<file path="src/hdl/lateral_hold_velocity_mixer_top_defines.svh">
`ifndef LATERAL_HOLD_VELOCITY_MIXER_TOP_DEFINES_SVH
`define LATERAL_HOLD_VELOCITY_MIXER_TOP_DEFINES_SVH
// Assertion helpers: a plain implication and a next-cycle implication.
`define LHVM_ASSERT_IMP(label, clk, rst, a, b) \
   label: assert property (@(posedge clk) disable iff (rst) (a) |-> (b)) \
      else $error("%m: check failed");
`define LHVM_ASSERT_NEXT(label, clk, rst, a, b) \
   label: assert property (@(posedge clk) disable iff (rst) (a) |=> (b)) \
      else $error("%m: check failed");
`endif

</file>
<file path="src/hdl/lhvm_pkg.sv">
package lhvm_pkg;
   localparam int ATAN_ENTRIES = 24;
   localparam int CORDIC_STEPS_DEF = 16;
   localparam int VW = 48;
   localparam int ZW = 32;
   localparam logic signed [ZW-1:0] QUARTER_TURN = 32'sd589824000;
   localparam logic [15:0] INV_GAIN_Q16 = 16'd39797;
   localparam logic [12:0] SPEED_MAX = 13'd8191;
   localparam logic [9:0] SLOW_ERR_MM = 10'd500;
   localparam logic [1:0] REG_SIDE = 2'd0;
   localparam logic [1:0] REG_DEAD = 2'd1;
   localparam logic [1:0] REG_MAXADJ = 2'd2;
   localparam logic [1:0] REG_MINSPD = 2'd3;

   typedef struct packed {
      logic signed [VW-1:0] x;
      logic signed [VW-1:0] y;
      logic signed [ZW-1:0] z;
      logic                 zero;
      logic signed [13:0]   corr;
      logic                 aligned;
      logic [11:0]          min_spd;
   } stage_type;

   function automatic logic signed [ZW-1:0] atan_of(input int i);
      logic signed [ZW-1:0] r;
      case (i)
         0: r = 32'sd294912000;  1: r = 32'sd174096719; 2: r = 32'sd91987925;
         3: r = 32'sd46694507;   4: r = 32'sd23437865;  5: r = 32'sd11730358;
         6: r = 32'sd5866610;    7: r = 32'sd2933484;   8: r = 32'sd1466764;
         9: r = 32'sd733385;     10: r = 32'sd366693;   11: r = 32'sd183346;
         12: r = 32'sd91673;     13: r = 32'sd45837;    14: r = 32'sd22918;
         15: r = 32'sd11459;     16: r = 32'sd5730;     17: r = 32'sd2865;
         18: r = 32'sd1432;      19: r = 32'sd716;      20: r = 32'sd358;
         21: r = 32'sd179;       22: r = 32'sd90;       23: r = 32'sd45;
         default: r = '0;
      endcase
      return r;
   endfunction
endpackage

</file>
<file path="src/hdl/lhvm_cordic_stage.sv">
module lhvm_cordic_stage
   import lhvm_pkg::*;
#(
   parameter int IDX = 0,
   parameter bit VECTOR = 1'b0,
   parameter bit ACTIVE = 1'b1
) (
   input  logic      clock,
   input  logic      en,
   input  stage_type d,
   output stage_type q
);
   stage_type q_in;
   stage_type q_ff;
   logic signed [VW-1:0] dx;
   logic signed [VW-1:0] dy;
   logic                 up;

   always_comb begin
      dx = d.y >>> IDX;
      dy = d.x >>> IDX;
      up = VECTOR ? (d.y < 0) : (d.z >= 0);
      q_in = d;
      if (ACTIVE) begin
         if (VECTOR ? !up : up) begin
            q_in.x = VECTOR ? d.x + dx : d.x - dx;
            q_in.y = VECTOR ? d.y - dy : d.y + dy;
            q_in.z = VECTOR ? d.z + atan_of(IDX) : d.z - atan_of(IDX);
         end else begin
            q_in.x = VECTOR ? d.x - dx : d.x + dx;
            q_in.y = VECTOR ? d.y + dy : d.y - dy;
            q_in.z = VECTOR ? d.z - atan_of(IDX) : d.z + atan_of(IDX);
         end
      end
   end

   always_ff @(posedge clock) begin
      if (en) begin
         q_ff <= q_in;
      end
   end
   assign q = q_ff;
endmodule

</file>
<file path="config.mk">
export PLATFORM = sky130hd
export DESIGN_NAME = lhvm_cordic_stage
export DESIGN_NICKNAME = d
export VERILOG_FILES = /design/src/hdl/lateral_hold_velocity_mixer_top_defines.svh /design/src/hdl/lhvm_pkg.sv /design/src/hdl/lhvm_cordic_stage.sv
export SDC_FILE = /design/constraint.sdc
export NUM_CORES = 1
export LEC_CHECK = 0
export ABC_AREA = 0
export BUFFER_PORTS_ARGS = -buffer_cell sky130_fd_sc_hd__clkbuf_2
export CAP_MARGIN = 20
export CORE_ASPECT_RATIO = 1.25
export CORE_UTILIZATION = 53
export CTS_BUF_LIST = sky130_fd_sc_hd__clkbuf_16
export CTS_CLUSTER_DIAMETER = 40
export DETAILED_ROUTE_END_ITERATION = 16
export PLACE_DENSITY = 0.86
export SLEW_MARGIN = 20
export SYNTH_ARGS = -nofsm -noshare
export SYNTH_HDL_FRONTEND = slang
export SYNTH_SLANG_ARGS = --single-unit
</file>
<file path="constraint.sdc">
create_clock -name clock -period 4.6 [get_ports clock]
set_input_delay 0.92 -clock clock [delete_from_list [all_inputs] [get_ports clock]]
set_output_delay 0.92 -clock clock [all_outputs]
set_load 0.1 [all_outputs]
</file>
* After elaboration in Yosys (flattened, before gate mapping) *
Cells that the tools add are included.

cells by class
  add/sub/neg operators = 5
  order comparisons = 1
  mux-type cells = 1

operator list
  operator                                                            count
  two-way mux 128 bit                                                 1
  subtractor 48 bit                                                   2
  adder 48 bit                                                        1
  adder 32 x 30 -> 32 bit, second input constant                      1
  greater-or-equal comparator 32 x 1 -> 1 bit, second input constant  1
  subtractor 32 x 30 -> 32 bit, second input constant                 1

storage, ports and cells
  bits in registers = 156
  input port bits = 158
  output and inout bits = 156
  logic and storage cells = 14

* Logic depth before layout (Yosys ltp) *
Gate-level depths: netlist of run 1.

  depth in word-level cells = 2
  mapped depth = 15
  depth with buffers taken out = 12

* Worst setup path before layout of run 1 *
No wires, ideal clock.

  path type = input -> register
  start point = input d[59] in the netlist's numbering
  end point = register q_ff, in the netlist q[58] (data pin)
  setup time = 263 ps
  arrival = 3465 ps
  required time = 4337 ps
  path slack = 872 ps
  stages = 15
  path buffers = 4
  cells stage by stage = buf_6 -> buf_6 -> clkbuf_1 -> buf_1 -> xnor2_1 -> ha_1 -> inv_1 -> a21oi_1 -> o21a_1 -> nor2_1 -> o21ai_0 -> a21o_1 -> a31oi_1 -> nor4b_1 -> a2111o_1

RTL lines
  what                  RTL line                 RTL
  start, declared       lhvm_cordic_stage.sv:10  input stage_type d,
  end signal, assigned  lhvm_cordic_stage.sv:39  q_ff <= q_in;
  end, declared         lhvm_cordic_stage.sv:14  stage_type q_ff;

==> results.txt, run 1 <==
- Status: complete, no violations
* Layout overhead on the synthesized area: 17.9%
- Total routed wirelength: a little under 50 mm
- Number of buffers inserted by post-CTS setup repair: 0
* PortBufs: between 300 and 400
- Of all flip-flops after synthesis, the portion carrying an async set or reset was 0.
* Top post-synthesis cells by area: sky130_fd_sc_hd__edfxtp_1, sky130_fd_sc_hd__ha_1, sky130_fd_sc_hd__a21oi_1
- Clock tree from TritonCTS: yes
- The filler cells instantiated in the layout total around 2300.
* Cells after Synth: 1620
- On the worst path, the slowest cell contributes a delay of approximately 620 ps.
- Utilization after layout: 0.640
* Power per Cell Area: approximately 390 nW/um^2
- Max reg flops: 155
- In this run the mean area of a mapped cell was around 9 sq um.
- The library cells used most frequently in the layout, excluding fill and tap cells, are sky130_fd_sc_hd__clkbuf_2, sky130_fd_sc_hd__a21oi_1, sky130_fd_sc_hd__ha_1.
- In the final layout, the share of cells above drive strength 1 is 0.213.
- Full die area: 27500 sq um
- For this block, the via count after detailed routing is around 14000.
- The kind of cell with the highest combined delay along the critical path is compound AO/OA/AOI/OAI gates.
- Worst-case clock buffer depth: 2
- Standard cell core area: 26200 sq um
- Chip height: 185 um
- The cell area that synthesis handed to floorplanning was 14200 sq um.
- The share of the Yosys chip area taken by registers is 0.328.
- Hold bufs inserted after CTS: 0
- Setup violations remaining at the end of the flow were counted as 0.
* First-iteration detailed-routing DRC count: 1193
- The synthesized design contains 155 register bits.
- Final weighted congestion in routability-driven placement: 0.992
* Layout Cells excl Fill: between 2000 and 2500
* First-pass iteration count of the detailed router: 7
- In this run, distinct cell masters in the synthesized netlist total just under 90.
- Max Clock Freq: about 0.24 GHz
- STA classifies the critical path startpoint as an input port.
- DP Cell Count: about 2200
* Starting density of the core: 0.542
* Most common cell after layout, fill and taps aside: sky130_fd_sc_hd__clkbuf_2
- The number of global-route vias before repair came to between 10000 and 15000.
* Tcrit/Tclk final: 0.894
- Number of buffers inserted during clock tree synthesis: 17
* Detailed placement HPWL: 38.7 mm
* Worst Hold Depth: 1
- Routed wire length per instance: around 21 um
- After the last flow step, the layout net total stands at between 2000 and 2500.
- The H-tree generated during clock tree synthesis spans 4 levels.
- In this run the remaining antenna-violating nets after routing total 0.
- The largest individual stage delay along the critical path comes from the cell sky130_fd_sc_hd__o21ai_1.
- Resized Gates After CTS: 0
* Worst-path fanout max: 12
- The number of nets in the synthesized netlist is slightly below 2000.
- Detail-routed via count per cell: around 6.1
- Total count of max-transition violations in the final report: 0
- The worst hold path begins at d[34].
- Cell chain of the critical path: clkbuf_2 -> inv_1 -> ha_1 -> nor3_1 -> o21ai_1 -> a311oi_1 -> o21ai_1 -> o21ai_1 -> o21ai_0 -> o21ai_0 -> mux2i_1 -> xor2_1
* Clk sinks: about 160
- After global routing the overflow that remains totals 0.
* Area of combinational cells with multiple inputs: around 8600 sq um
* Design Power: 6590 uW
- I/O pin cnt: 314
* Number of warnings printed during yosys synthesis: 0
- The share of synthesized area in the top cell type comes to 0.328.
- Final total negative setup slack: 0 ps
- Subtracting the final worst setup slack from the clock period gives about 4100 ps.
- Row count: 66
- P_leak: 0.00749 uW
* Clock transition time at the flip-flop clock pins of the worst setup and hold paths: 80 ps
* Worst Max-Slew Pin Slew: roughly 840 ps
- Final standard cell area without fillers: approximately 17000 sq um
- After detailed routing, the number of remaining DRC violations is 0.
- By instance count, the cell type seen most on the critical path is sky130_fd_sc_hd__o21ai_1.
- Type of the setup path with the least slack: in2reg
- The number of antenna violations at the first check in global routing is 2.
* Maximum number of pins on one net before global-route repair: between 80 and 90
- The path class of the tightest hold or removal check is in2reg.
- In the final layout, flip-flops and latches occupy about 4700 sq um.
* Global-route wire length before repair: ~73 mm
- Synth Flop Type: sky130_fd_sc_hd__edfxtp_1
* Number of cells on the critical path: 12
* Area after detailed placement: between 15000 and 20000 sq um
* Root cell of the clock tree: sky130_fd_sc_hd__clkbuf_16
* RSZ-0062 raised after global routing: no
- The worst pin sits at a relative slew slack of 0.440.
* Count of max-cap constraint violations: 0
* GRT Resource Usage Total: 0.349
- Worst supply voltage drop on vdd: 0.251 mV
- Counting flops with a built-in enable in the synthesized netlist gives 155.
- Counting both buffers and inverters, the worst setup path holds a total of 2.
- Final hold vios: 0
* Endpoint, Worst Hold: q[34]
- Required time of the critical path: about 4800 ps
- Worst Setup End Kind: register
- STA puts the critical path data arrival time at approximately 4300 ps.
* Area leader, netlist: sky130_fd_sc_hd__edfxtp_1
- The die is about 150 um wide.
==> cell usage after synthesis, drive strengths merged, types with 12 or more instances <==
master,instances
a21oi,221
ha,159
edfxtp,155
inv,154
o21ai,127
nor2,105
nand2,89
xnor2,88
o21bai,39
nor3,35
buf,34
clkbuf,33
a21o,32
nor2b,27
nand3,26
mux2i,23
o211ai,23
nand4,21
nor4,19
o31ai,17
a31oi,16
nand2b,15
a211oi,14
xor2,13
and2,12
==> stage by stage <==
stage               worst slack (ps)  hold WS, ps
floorplan                        872         1020
global placement                 238         1100
detailed placement               191         1100
CTS                              629          641
global route                     358          640
finish                           487          648
==> worst max path at each step <==
stage | startpoint | endpoint | slack, ps
final | d[63] | q[93] | 490
after global routing | d[63] | q[93] | 360
after CTS | d[63] | q[149] | 630
after detailed placement | d[63] | q[93] | 190
after global placement | d[63] | q[93] | 240
after floorplan | d[59] | q[58] | 870
==> cells by family (layout without fill, tap and decap cells) <==
kind of cell | after synthesis | after routing | share of synthesized area
other | 0 | 2 | 0
xor gates and xnor gates | 101 | 101 | 0.0623
and+or+nand+nor | 388 | 388 | 0.136
buffers and inverters | 223 | 534 | 0.0644
adders and majority gates | 162 | 162 | 0.144
muxes | 24 | 24 | 0.0170
AOI/OAI and AO/OA | 567 | 567 | 0.248
DFF | 155 | 155 | 0.328
==> cell type report <==
class	instances	share of cell area
antenna	2	0.000299
clock buffer	17	0.0254
clock inverter	15	0.0115
inverter	156	0.0350
multi-input combinational	1242	0.516
sequential	155	0.278
tap	340	0.0254
timing repair buffer	346	0.109
==> report_power, final <==
group / switching [uW] / internal [uW]
logic: 2530 / 685
registers: 64.6 / 1820
clock network: 699 / 789
total: 3300 / 3300
==> metal layers <==
metal	vias up	global-route usage	part of all wire
met4	0	0.216	0.058
met1	6583	0.405	0.38
li1	6470	-	-
met2	698	0.610	0.50
met5	-	0	0
met3	153	0.0424	0.061
(Power assumes the default switching activity.)
==> run 2, diff against run 1 <==
CORE_UTILIZATION = 51   (was 53)
PLACE_DENSITY = 0.87   (was 0.86)
clock period = 3.6 ns   (was 4.6 ns; I/O delays follow)
==> run 2 against run 1 <==
Net effect:
- worst hold slack worse by 200 ps
- largest power group unchanged
- clock power is 30% higher
- routed wire length is 7.1% higher
==> results.txt, run 2 (synthesis gave the netlist of run 1 again) <==
* Data arrival, critical path: 3690 ps (-590 ps)
- The level count of the clock H-tree is 4 (unchanged).
- The number of vias after detailed routing came to 14800 (+6.4%).
- The tightest min-delay check is of the in2reg type.
* Detail-routed via count per cell: 5.89 (-3.7%)
- Finish-stage setup viols: 0 (unchanged)
- The number of routed nets with antenna violations is 0 (unchanged).
* Sequential power share: 0.275 (-0.011)
- Final nets: 2473 (+11%)
- Tcrit/Tclk final: 0.944
* Number of buffers inserted during clock tree synthesis: 17 (unchanged)
- Grt ovf: 0 (unchanged)
- I/O pin cnt: 314 (unchanged)
- The DRC violations left is 0 (unchanged).
- Count of max-cap constraint violations: 0 (unchanged)
- Share of post-route cells with drive strength above 1: 0.300 (+0.0867)
- Routed wire length per instance: 20.6 um (-3.0%)
- Starting density of the core: 0.524 (-0.0180)
* Logic gate share of total power: 0.506 (+0.018)
- Max Clock Freq: 0.294 GHz
- The cell-internal power was 4490 uW (+36%).
- The detailed-placement wirelength estimate came to 41.8 mm (+8.1%).
* Required time of the critical path: 3890 ps (-880 ps)
- Worst Max-Slew Pin Slew: 1020 ps (+184 ps)
- The library cell used most frequently in the layout, excluding fill and tap cells, is sky130_fd_sc_hd__clkbuf_2.
- PortBufs: 313 (unchanged)
- Total count of max-transition violations in the final report: 0 (unchanged)
* Type of the setup path with the least slack: in2reg
* Worst-path fanout max: 9 (-3)
- Worst supply voltage drop on vdd: 0.330 mV (+31%)
- The number of antenna violations at the first check in global routing was 0 (-2).
- The number of sinks handled by clock tree synthesis is 155 (unchanged).
- The die width came to 151 um (+1.9%).
- TritonCTS built the clock tree.
- Setup repair after global routing left no endpoint under its margin.
* First-pass iteration count of the detailed router: 5 (-2)
* Total routed wirelength: 51.8 mm (+7.1%)
- The antenna diode count was 0 (-2).
- Full die area: 28500 sq um (+3.9%)
- Max reg flops: 155 (unchanged)
- From synthesis to final layout, the design area changed by 30.6%.
- Kind of launch point of the worst setup path: input port
- Worst Setup End Kind: register
- Max_slew headroom: 0.317 (-0.123)
- The hold buffer count at cts came to 0 (unchanged).
- The fraction of power consumed by the clock network came to 0.219 (-0.007).
- Sw Share: 0.491 (-0.00903)
- Psw: 4330 uW (+31%)
* Chip height: 189 um (+1.9%)
* Final weighted congestion in routability-driven placement: 1.01 (+1.5%)
- The CTS clock-pin slew for the worst setup and hold paths was 70 ps (about the same).
- The top cell types in the final layout, fill and taps aside, are sky130_fd_sc_hd__clkbuf_2, sky130_fd_sc_hd__buf_4, sky130_fd_sc_hd__a21oi_1.
- The tree is rooted in a sky130_fd_sc_hd__clkbuf_16.
- The worst slack on hold paths came to 448 ps (-200 ps).
- The wire length of the first global-routing pass came to 78.0 mm (+6.5%).
- The row count is 67 (+1.5%).
- The maximum clock path buffer count is 2 (unchanged).
* Setup slack after layout: 202 ps (-285 ps)
* Status: complete, no violations
* Tmin final: approximately 3400 ps
* Post-place setup slack: -403 ps (-594 ps)
- The largest net degree at the start of global routing was 91 (+2.2%).
- Design Power: 8810 uW (+34%)
- Power per Cell Area: 475 nW/um^2 (+21%)
* GRT Resource Usage Total: 0.359 (+0.0109)
- The final number of hold-violating endpoints is 0 (unchanged).
- Standard cell core area: 27100 sq um (+3.4%)
* P_leak: 0.00864 uW (+15%)
* First-iteration detailed-routing DRC count: 1145 (-4.0%)
- The number of global-route vias before repair was 14700 (+7.0%).
## run 2: cell types whose count changed in the layout (fill, tap and decap cells not counted)
cell and delta:
sky130_fd_sc_hd__a211oi_2 +2, sky130_fd_sc_hd__inv_6 -1, sky130_fd_sc_hd__clkinvlp_4 -1, sky130_fd_sc_hd__buf_4 +233, sky130_fd_sc_hd__clkinv_4 +1, sky130_fd_sc_hd__inv_8 +2
sky130_fd_sc_hd__buf_12 +2, sky130_fd_sc_hd__a211oi_1 -2, sky130_fd_sc_hd__inv_12 -1, sky130_fd_sc_hd__nor3_1 -1, sky130_fd_sc_hd__diode_2 -2, sky130_fd_sc_hd__nor3_2 +1
## run 2: worst max-delay path: stages
cell and delay (ps):
sky130_fd_sc_hd__clkbuf_2 100, sky130_fd_sc_hd__inv_1 60, sky130_fd_sc_hd__ha_1 490, sky130_fd_sc_hd__o21ai_0 150
sky130_fd_sc_hd__a21oi_1 220, sky130_fd_sc_hd__o21ai_0 220, sky130_fd_sc_hd__buf_4 200, sky130_fd_sc_hd__o31ai_1 230
sky130_fd_sc_hd__buf_4 200, sky130_fd_sc_hd__a21oi_1 80, sky130_fd_sc_hd__buf_4 180, sky130_fd_sc_hd__o211ai_1 290
sky130_fd_sc_hd__mux2i_1 260, sky130_fd_sc_hd__o211ai_1 100, sky130_fd_sc_hd__a21oi_1 170
## run 2: per-stage QoR
stage / instance area [sq um] / utilization / setup TNS, ps / instances
floorplan: 14200 / - / 0 / 1620
global placement: 17900 / 0.661 / -2980 / 2478
detailed placement: 17900 / 0.661 / -4020 / 2478
CTS: 18500 / 0.684 / 0 / 2510
global route: 18500 / 0.685 / 0 / 2511
finish: 18500 / 0.685 / 0 / 2511
## run 2: layer usage
| layer | up-vias | global-route usage | wire (um) |
|---|---|---|---|
| met5 | - | 0 | 0 |
| met4 | 0 | 0.200 | 2920 |
| met3 | 156 | 0.0501 | 3580 |
| met2 | 738 | 0.621 | 25400 |
| met1 | 6939 | 0.421 | 19900 |
| li1 | 6958 | - | - |
## run 2: path summary, 6_finish.rpt
check                 depth (start not counted)  endpoint  startpoint
worst max-delay path                         15    q[155]       d[66]
worst min-delay path                          1     q[29]       d[29]
## run 2: repair_timing
action	CTS	global route
resized for setup	1	2
buffers inserted	0	1
setup endpoints to repair	1	4
pin swaps	0	1
## run 2: area by class of cell
type	instances	area [sq um]
clock inverter	15	191
sequential	155	4650
timing repair buffer	581	3610
clock buffer	17	425
multi-input combinational	1242	8650
inverter	156	586
fill	2233	8530
tap	345	432
## run 2: power by group through the flow
stage | clock, uW | combinational, uW | sequential (uW)
finish | 1930 | 4460 | 2420
global route | 2000 | 4640 | 2440
CTS | 1940 | 4400 | 2420
detailed placement | 0 | 4380 | 2460
global placement | 0 | 4340 | 2450
floorplan | 0 | 1310 | 4280
==> run 3, diff against run 2 <==
CELL_PAD_IN_SITES_DETAIL_PLACEMENT = 0   (was not set)
CELL_PAD_IN_SITES_GLOBAL_PLACEMENT = 1   (was not set)
CORE_UTILIZATION = 38   (was 51)
==> run 3 against run 2 <==
Net effect:
- global-route usage fell by 8.2 points
- setup slack got worse by 130 ps
- fmax fell by 3.6%
- core utilization fell by 17 points
- flip-flop and latch count did not move
- clock power barely moved
- design area rose by 1.4%
==> results.txt, run 3 (synthesis gave the netlist of run 1 again) <==
- The run finished with clean final reports.
- The final critical delay including setup and external delays was 3520 ps (+126 ps).
- The largest net degree at the start of global routing came to 81 (-11%).
* Root cell of the clock tree: sky130_fd_sc_hd__clkbuf_16
- The remaining max-slew budget at the tightest pin came to 0.416 (+0.0984).
* Max reg flops: 155 (unchanged)
- The number of detailed-route iterations in the first pass is 6 (+1).
- Hold bufs inserted after CTS: 0 (unchanged)
- Number of buffers inserted by post-CTS setup repair: 0 (unchanged)
- The slowest stage of the critical path is the sky130_fd_sc_hd__o21ai_0 cell.
- Final standard cell area without fillers: 18800 sq um (+1.4%)
* Clk sinks: 155 (unchanged)
- The fraction of layout cells with a size suffix above 1 is 0.303 (+0.00294).
- The signal on the critical path passes through clkbuf_2 -> inv_1 -> ha_1 -> buf_4 -> nor2b_1 -> o21ai_1 -> a211oi_1 -> buf_4 -> nor3_1 -> nor3_2 -> o21ai_0 -> a21oi_1 -> o31ai_1 -> buf_4 -> xnor2_1.
- The row count is 78 (+16%).
- Routed wire length per instance: 20.1 um (-2.3%)
- Buffers & Inverters on Critical Path: 5 (unchanged)
- The starting density of the core was 0.388 (-0.136).
* Worst Max-Slew Pin Slew: 870 ps (-154 ps)
- The final RePlAce weighted congestion was 0.955 (-5.2%).
- The cell count after placement was 2626 (+6.0%).
- Most common cell after layout, fill and taps aside: sky130_fd_sc_hd__clkbuf_2
- Horiz. Die Dim: 175 um (+16%)
* Chip height: 218 um (+16%)
* Worst supply voltage drop on vdd: 0.331 mV (+0.52%)
- Standard cell core area: 36600 sq um (+35%)
* Top library cells by usage in the layout, fill and taps aside: sky130_fd_sc_hd__clkbuf_2, sky130_fd_sc_hd__buf_4, sky130_fd_sc_hd__a21oi_1
- Clock transition time at the flip-flop clock pins of the worst setup and hold paths: 80 ps (about the same)
- Psw: 4370 uW (+1.0%)
- The overall routing resource usage was 0.277 (-0.0820).
* Tcrit/Tclk final: 0.979 (+0.0350)
* Layout Cells excl Fill: 2660 (+5.9%)
- Crit path top cell by count: sky130_fd_sc_hd__buf_4
* Vias in the first global route: 14600 (-0.65%)
- STA classifies the critical path endpoint as a register.
* Detailed placement HPWL: 44.0 mm (+5.3%)
- I/O pin cnt: 314 (unchanged)
- Required time of the critical path: 3790 ps (-100 ps)
- Grt ovf: 0 (unchanged)
- The DRC violations left was 0 (unchanged).
- The reported leakage power was 0.00868 uW (+0.54%).
- Worst hold path class: in2reg
- PortBufs: 313 (unchanged)
- Type of the setup path with the least slack: in2reg
- The cell family contributing the most delay on the critical path is compound AO/OA/AOI/OAI gates.
- The maximum net fanout on the critical path is 8 (-1).
- Global-route wire length before repair: 81.0 mm (+3.9%)
- The largest incremental delay on the critical path is 490 ps (about the same).
- The worst endpoint data arrival time was 3710 ps (+20 ps).
- Finish-stage setup viols: 0 (unchanged)
- The violation count after the first detailed-route iteration was 996 (-13%).
* Antenna violations before repair: 2 (+2)
- Worst-case clock buffer depth: 2 (unchanged)
- The switching share of power is 0.496 (+0.00521).
- The part of the power in registers was 0.276 (about the same).
* Clock network fraction of design power: 0.216 (-0.003)
- STA classifies the critical path startpoint as an input port.
* Final nets: 2485 (+0.49%)
* Area after detailed placement: 18200 sq um (+1.5%)
- Total routed wirelength: 53.6 mm (+3.5%)
- The total CTS buffers was 17 (unchanged).
- Max Clock Freq: 0.284 GHz (-3.6%)
* Layout overhead on the synthesized area: 32.4%
* Count of max-cap constraint violations: 0 (unchanged)
* Overall via count from detail_route: 14600 (-1.3%)
* Detail-routed via count per cell: 5.49 (-6.8%)
* Logic gate share of total power: 0.509 (+0.003)
- RSZ-0062 raised after global routing: no
- Setup slack after layout: 76.4 ps (-126 ps)
- The number of routed nets with antenna violations is 0 (unchanged).
* Power per Cell Area: 469 nW/um^2 (-1.4%)
- The level count of the clock H-tree was 4 (unchanged).
- Final hold vios: 0 (unchanged)
* Total of fill cells in the finished design: 3526 (+58%)
- The total die area was 38200 sq um (+34%).
* Post-place setup slack: -278 ps (+125 ps)
* Total count of max-transition violations in the final report: 0 (unchanged)
- Cell-internal power: 4440 uW (-1.0%)
* Clock tree from TritonCTS: yes
==> run 3: cell count changes in the layout (fill, tap and decap cells not counted) <==
cell	delta
sky130_fd_sc_hd__buf_4	+12
sky130_fd_sc_hd__clkinv_8	+4
sky130_fd_sc_hd__a211oi_1	+2
sky130_fd_sc_hd__a211oi_2	-2
sky130_fd_sc_hd__diode_2	+2
sky130_fd_sc_hd__inv_6	-2
sky130_fd_sc_hd__inv_8	-2
sky130_fd_sc_hd__a2111oi_0	-1
sky130_fd_sc_hd__a2111oi_1	+1
sky130_fd_sc_hd__bufinv_16	-1
sky130_fd_sc_hd__clkinv_4	+1
==> run 3: worst paths after layout <==
| path | from | to | slack [ps] | depth (start not counted) |
|---|---|---|---|---|
| setup / recovery | d[62] | q[98] | 80 | 15 |
| hold / removal | d[9] | q[9] | 430 | 1 |
==> run 3: timing repair <==
action	4_1_cts	5_1_grt
endpoints found under the setup margin	0	1
hold endpoints to repair	0	0
resized for setup	0	2
==> run 3: cell type report <==
| class | instances | area [sq um] | area share |
|---|---|---|---|
| antenna | 2 | 5.00 | 0.000266 |
| clock buffer | 17 | 425 | 0.0226 |
| clock inverter | 15 | 195 | 0.0104 |
| inverter | 156 | 586 | 0.0311 |
| multi-input combinational | 1242 | 8640 | 0.459 |
| sequential | 155 | 4650 | 0.248 |
| tap | 480 | 601 | 0.0319 |
| timing repair buffer | 593 | 3700 | 0.197 |
==> run 3: per-layer routing <==
layer | track usage | routed length [um] | vias up
li1 | - | - | 6966
met1 | 0.327 | 21900 | 6980
met2 | 0.495 | 26900 | 540
met3 | 0.0303 | 2320 | 111
met4 | 0.141 | 2520 | 0
met5 | 0 | 0 | -
==> run 3: power groups by stage <==
stage	sequential (uW)	combinational, uW	clock (uW)
after floorplan	4280	1310	0
after global placement	2470	4410	0
after detailed placement	2470	4430	0
after CTS	2430	4450	1930
after global routing	2450	4690	2000
final	2430	4480	1900
==> run 3: per-stage QoR <==
stage	setup TNS [ps]	utilization	hold WS, ps	power [uW]
after floorplan	0	-	819	5590
after global placement	-1150	0.497	897	6880
after detailed placement	-2330	0.497	899	6900
after CTS	0	0.514	415	8820
after global routing	0	0.514	415	9140
final	0	0.514	435	8810
